$ cat src/rtl/core/pfsm_pkg.sv
// shared types and constants of the per-thread frame sequence monitor
package pfsm_pkg;

    localparam int TID_BITS     = 10;
    localparam int FRAME_BITS   = 24;
    localparam int OUT_CNT_BITS = 32;

    // stream widths
    localparam int S_TDATA_BITS = 40;
    localparam int M_TDATA_BITS = 184;

    // per-thread entry layout, counters follow from CNT_LSB upward
    localparam int SEEN_POS = 0;
    localparam int PREV_LSB = 1;
    localparam int CNT_LSB  = PREV_LSB + FRAME_BITS;

    typedef struct packed {
        logic                  frame_invalid;
        logic [FRAME_BITS-1:0] frame_number;
        logic [TID_BITS-1:0]   thread_id;
    } pfsm_item_t;

endpackage

$ cat src/rtl/core/pfsm_update.sv
// per-thread entry update: sequence check and saturating counters
module pfsm_update
    import pfsm_pkg::*;
#(
    parameter int COUNTER_BITS = 32,
    parameter int ENTRY_BITS   = 121
) (
    input  pfsm_item_t              item,
    input  logic                    in_range,
    input  logic [ENTRY_BITS-1:0]   entry_in,
    output logic [ENTRY_BITS-1:0]   entry_out,
    output logic [COUNTER_BITS-1:0] thread_valid,
    output logic [COUNTER_BITS-1:0] thread_invalid,
    output logic [COUNTER_BITS-1:0] thread_break,
    output logic                    seq_break
);

    localparam int VAL_LSB = CNT_LSB;
    localparam int INV_LSB = CNT_LSB + COUNTER_BITS;
    localparam int BRK_LSB = CNT_LSB + 2 * COUNTER_BITS;

    logic                    old_seen;
    logic [FRAME_BITS-1:0]   old_prev;
    logic [COUNTER_BITS-1:0] old_valid, old_invalid, old_break;
    logic [COUNTER_BITS-1:0] new_valid, new_invalid, new_break;
    logic [FRAME_BITS:0]     prev_plus_one;
    logic                    brk;

    always_comb begin
        old_seen    = entry_in[SEEN_POS];
        old_prev    = entry_in[PREV_LSB +: FRAME_BITS];
        old_valid   = entry_in[VAL_LSB +: COUNTER_BITS];
        old_invalid = entry_in[INV_LSB +: COUNTER_BITS];
        old_break   = entry_in[BRK_LSB +: COUNTER_BITS];

        // no wrap: after the top frame number only zero continues
        prev_plus_one = {1'b0, old_prev} + 1'b1;
        brk = in_range && old_seen && (item.frame_number != '0)
              && ({1'b0, item.frame_number} != prev_plus_one);

        new_valid   = old_valid;
        new_invalid = old_invalid;
        new_break   = old_break;
        if (item.frame_invalid) begin
            if (old_invalid != '1) new_invalid = old_invalid + 1'b1;
        end else begin
            if (old_valid != '1) new_valid = old_valid + 1'b1;
        end
        if (brk && (old_break != '1)) begin
            new_break = old_break + 1'b1;
        end

        entry_out = {new_break, new_invalid, new_valid, item.frame_number, 1'b1};

        thread_valid   = in_range ? new_valid   : '0;
        thread_invalid = in_range ? new_invalid : '0;
        thread_break   = in_range ? new_break   : '0;
        seq_break      = brk;
    end

endmodule

$ cat config.mk
export PLATFORM = sky130hd
export DESIGN_NAME = pfsm_update
export DESIGN_NICKNAME = d
export VERILOG_FILES = /design/src/rtl/core/pfsm_pkg.sv /design/src/rtl/core/pfsm_update.sv
export SDC_FILE = /design/constraint.sdc
export NUM_CORES = 1
export LEC_CHECK = 0
export BUFFER_PORTS_ARGS = -buffer_cell sky130_fd_sc_hd__buf_4
export CORE_AREA = 2 2 144 146
export DETAILED_ROUTE_END_ITERATION = 6
export DIE_AREA = 0 0 146 148
export SLEW_MARGIN = 25
export SYNTH_ARGS = -nofsm -noshare
export SYNTH_HDL_FRONTEND = slang
export SYNTH_SLANG_ARGS = --single-unit
$ cat constraint.sdc
create_clock -name vclk -period 6.7
set_input_delay 1.34 -clock vclk [all_inputs]
set_output_delay 1.34 -clock vclk [all_outputs]
set_load 0.01 [all_outputs]
# [Yosys cells after proc, flatten, opt, wreduce, memory -nomap -nowiden]
# Index checks and enable logic that the tools add are counted.
[classes] div_mod_pow=0 shift=0 n_lt_le_gt_ge=0 reduce_logical=5 n_mul=0 n_bitwise=0 add_sub_neg=4 n_eq_ne=4 muxes=8
[op_table] op="$mux 32" count=8
[op_table] op="$add 32x1->32 const B" count=3
[op_table] op="$ne 32x32->1 const B" count=3
[op_table] op="$add 24x1->25 const B" count=1
[op_table] op="$ne 24x25->1" count=1
[op_table] op="$reduce_bool 24->1" count=1
[op_table] op="$logic_and 1x1->1" count=4
[totals] wordCells=21 input_bits=157 latch_bits=0 output_inout_bits=218 ram_bits=0 rom_bits=0 n_memories=0 register_bits=0

# [Logic depth before layout (Yosys ltp)]
[depth] depth_word=6 ltp_mapped=12 ltp_nobuf=10

# [Worst setup path before layout]
# OpenSTA, ideal clock, no wires.
[synth_timing] path_type="input to output" startpoint="input port entry_in[5]" endpoint="output port thread_break[29]" n_path_buf=3 t_arrival_ps=3759 path_stages=11 path_slack_ps=1601 required_ps=5360 cell_sequence="buf_2 -> nand3_1 -> buf_2 -> nor4_1 -> a21oi_1 -> a211o_1 -> a31o_2 -> and4b_1 -> clkbuf_1 -> or4_1 -> mux2i_1"
[synth_between] elab_chain_len=6
[synth_rtl] item="from (decl)" line_no="pfsm_update.sv:10" text="input logic [ENTRY_BITS-1:0] entry_in,"
[synth_rtl] item="$add 24x1->25" line_no="pfsm_update.sv:37" text="prev_plus_one = {1'b0, old_prev} + 1'b1;"
[synth_rtl] item="$ne 24x25->1" line_no="pfsm_update.sv:39" text="&& ({1'b0, item.frame_number} != prev_plus_one);"
[synth_rtl] item="$logic_and 1x1->1" line_no="pfsm_update.sv:39"
[synth_rtl] item="$logic_and 1x1->1" line_no="pfsm_update.sv:49" text="if (brk && (old_break != '1)) begin"
[synth_rtl] item="$mux 32" line_no="pfsm_update.sv:49"
[synth_rtl] item="$mux 32" line_no="pfsm_update.sv:57" text="thread_break = in_range ? new_break : '0;"
[synth_rtl] item="to (decl)" line_no="pfsm_update.sv:14" text="output logic [COUNTER_BITS-1:0] thread_break,"
# No other way between the ends.

# [Worst setup path in the final report]
[layout_timing] startpoint="input port entry_in[1]" endpoint="output port entry_out[106]"
[layout_between] elab_chain_len=5
[layout_rtl] item="$add 24x1->25" line_no="pfsm_update.sv:37"
[layout_rtl] item="$ne 24x25->1" line_no="pfsm_update.sv:39"
[layout_rtl] item="$logic_and 1x1->1" line_no="pfsm_update.sv:39"
[layout_rtl] item="$logic_and 1x1->1" line_no="pfsm_update.sv:49"
[layout_rtl] item="$mux 32" line_no="pfsm_update.sv:49"
[layout_rtl] item="to (decl)" line_no="pfsm_update.sv:11" text="output logic [ENTRY_BITS-1:0] entry_out,"
# No other way between the ends.

==> flow_metrics.py <==
metrics = {
    "synthesis": {
        "ys_seq_area_share_pct": 0,
        "synth_cells": 631,
        "ys_top_cells_by_area": "xnor2_1, and2_1, xor2_1",
        "syn_area_um2": 4140,
        "ys_warn_count": 0,
        "yosysTopAreaCellShare_pct": 16.7,
        "avgSynthCellArea_um2": 6.56,
        "syn_nets": 792,
        "yosysTopAreaCell": "xnor2_1",
        "ys_types": 61,
    },
    "floorplanning": {
        "fp.dieH_um": 148,
        "ios": 375,
        "core_area_um2": 20000,
        "start_util_pct": 20.6,
        "dieArea_um2": 21600,
        "die_x_um": 146,
        "num_rows": 52,
    },
    "power": {
        "p_int_w": 0.000207,
        "p_per_area_nw_per_um2": 58.5,
        "clkPwrFrac_pct": 0,
        "p_sw_w": 0.000199,
        "pwr-share-comb_pct": 100.0,
        "leakage_nw": 3.22,
        "vdd_drop_max_mv": 0.0293,
        "p_seq_share_pct": 0,
        "p_sw_share_pct": 49.1,
    },
    "global_routing": {
        "grt_overflow": 0,
        "grt_max_degree": 107,
        "grt_pass1_wl_um": 28800,
        "antenna_found_initial": 0,
        "grt_pass1_vias": 5431,
        "track_usage_pct": 16.0,
    },
    "place": {
        "place_area_um2": 6950,
        "numPlacedInstances": 1222,
        "hpwl_um": 16900,
        "io_buffers": 364,
        "gp_congestion": 0.870,
    },
    "critical_path": {
        "crit_chain": "buf_4 > ha_1 > nand4_1 > nor4_1 > xnor2_1 > a211o_1 > nor4_1 > and4_1 > nor3_2 > and3_1 > or2_2 > buf_4",
        "critPathKind": "primary input to primary output",
        "crit_path_start": "entry_in[1]",
        "critical_path_buf_inv_count": 2,
        "crit_fanout": 8,
        "critPathTopFamily": "simple AND/OR/NAND/NOR gates",
        "slowest_delay_ns": 0.55,
        "cp_slowest_cell": "and4_1",
        "cp_data_required_time_ns": 5.36,
        "worst_setup_path_start_kind": "primary input",
        "endpoint_kind": "primary output",
        "worstPathArrival_ns": 4.51,
    },
    "finish": {
        "regArea_um2": 0,
        "nets": 1115,
        "final_area_um2": 6950,
        "finalNonFillerCells": 1222,
        "layout_common_cells": "buf_4, and2_1, nand2_1",
        "area_growth_syn_to_layout_pct": 67.9,
        "seq_cell_count": 0,
        "final_common_cell": "buf_4",
        "final_layout_size_suffix_gt1_share_pct": 40.4,
        "clock_buffers": 0,
        "antenna_cells": 0,
    },
    "sta": {
        "finalSetupViolCount": 0,
        "relSlewSlack_pct": 39.9,
        "fmax_mhz": 171,
        "maxSlewViolCount": 0,
        "final_hold_viol_count": 0,
        "finalCritPeriodShare_pct": 87.2,
        "min_period_ns": 5.85,
        "worst_pin_slew_ns": 0.902,
        "tns_ns": 0,
        "rsz0062_at_grt": "no",
    },
    "detailed_routing": {
        "vias": 5703,
        "drc_errors": 0,
        "avgRoutedWirePerCell_um": 15.9,
        "wl_um": 19400,
        "ant_nets": 0,
        "dr.pass1.iters": 5,
        "drt_iter0_markers": 198,
        "viasPerCell": 4.67,
    },
    "hold_path": {
        "min_from": "item[33]",
        "hold_path.class": "primary input to primary output",
    },
    "job": {
        "drv_cap": 0,
    },
    "clock_tree": {
        "cts_resized": 0,
        "postCtsSetupBuffers": 0,
        "hold_buffers": 0,
    },
    "outcome": {
        "status": "finished clean",
    },
}
final timing paths:
path | endpoint | slack, ns | cells past startpoint
worst max-delay path | entry_out[106] | 0.85 | 12
worst min-delay path | entry_out[24] | 2.89 | 2
power groups by stage:
stage               clock network [W]  registers, W  logic [W]
detailed placement                  0             0   0.000406
floorplan                           0             0   0.000172
finish                              0             0   0.000407
global route                        0             0   0.000436
CTS                                 0             0   0.000408
global placement                    0             0   0.000404
stage by stage:
| step | setup slack (ns) | util, % | power [W] | hold slack, ns |
|---|---|---|---|---|
| after floorplan | 1.60 | - | 0.000172 | 2.76 |
| after global placement | 0.923 | 34.7 | 0.000404 | 2.89 |
| after detailed placement | 0.916 | 34.7 | 0.000406 | 2.89 |
| after CTS | 0.890 | 34.7 | 0.000408 | 2.89 |
| after global routing | 0.640 | 34.7 | 0.000436 | 2.89 |
| final | 0.855 | 34.7 | 0.000407 | 2.89 |
synth_stat cells (2+ instances only):
library cell,n
nand2_1,81
a211o_1,2
clkbuf_2,2
nor3b_1,3
mux2i_1,24
nor4_1,25
clkbuf_1,15
buf_4,25
a31oi_1,3
and4_1,13
nor3_1,11
o31ai_1,3
nor2_1,30
ha_1,4
buf_2,2
and3_1,26
nand2b_1,12
nand4_1,31
a211oi_1,3
nor2b_1,3
nand3_1,44
o21ai_0,4
o21a_1,2
xnor2_1,79
or2_2,5
mux2_2,4
a21oi_1,5
o211ai_1,2
inv_1,10
and2_1,84
xor2_1,38
or4_1,6
or3b_2,2
layout make-up:
type,instances,area [um2]
fillers,2194,13100
well taps,270,338
repair buffers,366,2750
multi-input cells,576,3820
inverters,10,37.5
kinds of logic (layout without fill, tap and decap cells):
group                    after synthesis  count (layout)  synth area share (%)
adder cells (fa/ha/maj)                4               4                  1.21
XOR/XNOR                             117             117                  24.8
AO/OA/AOI/OAI                         37              37                  6.72
AND/OR/NAND/NOR                      389             389                  52.8
other                                  1               1                0.0907
buffers and inverters                 55             376                  7.56
multiplexers                          28              28                  6.90
routing by layer:
| layer | global-route usage [%] | vias up | share of wire [%] |
|---|---|---|---|
| li1 | - | 2863 | - |
| met1 | 20.4 | 2606 | 42 |
| met2 | 30.4 | 223 | 51 |
| met3 | 1.60 | 11 | 5.9 |
| met4 | 1.36 | 0 | 0.91 |
| met5 | 0 | - | 0 |
(Power assumes the default switching activity.)
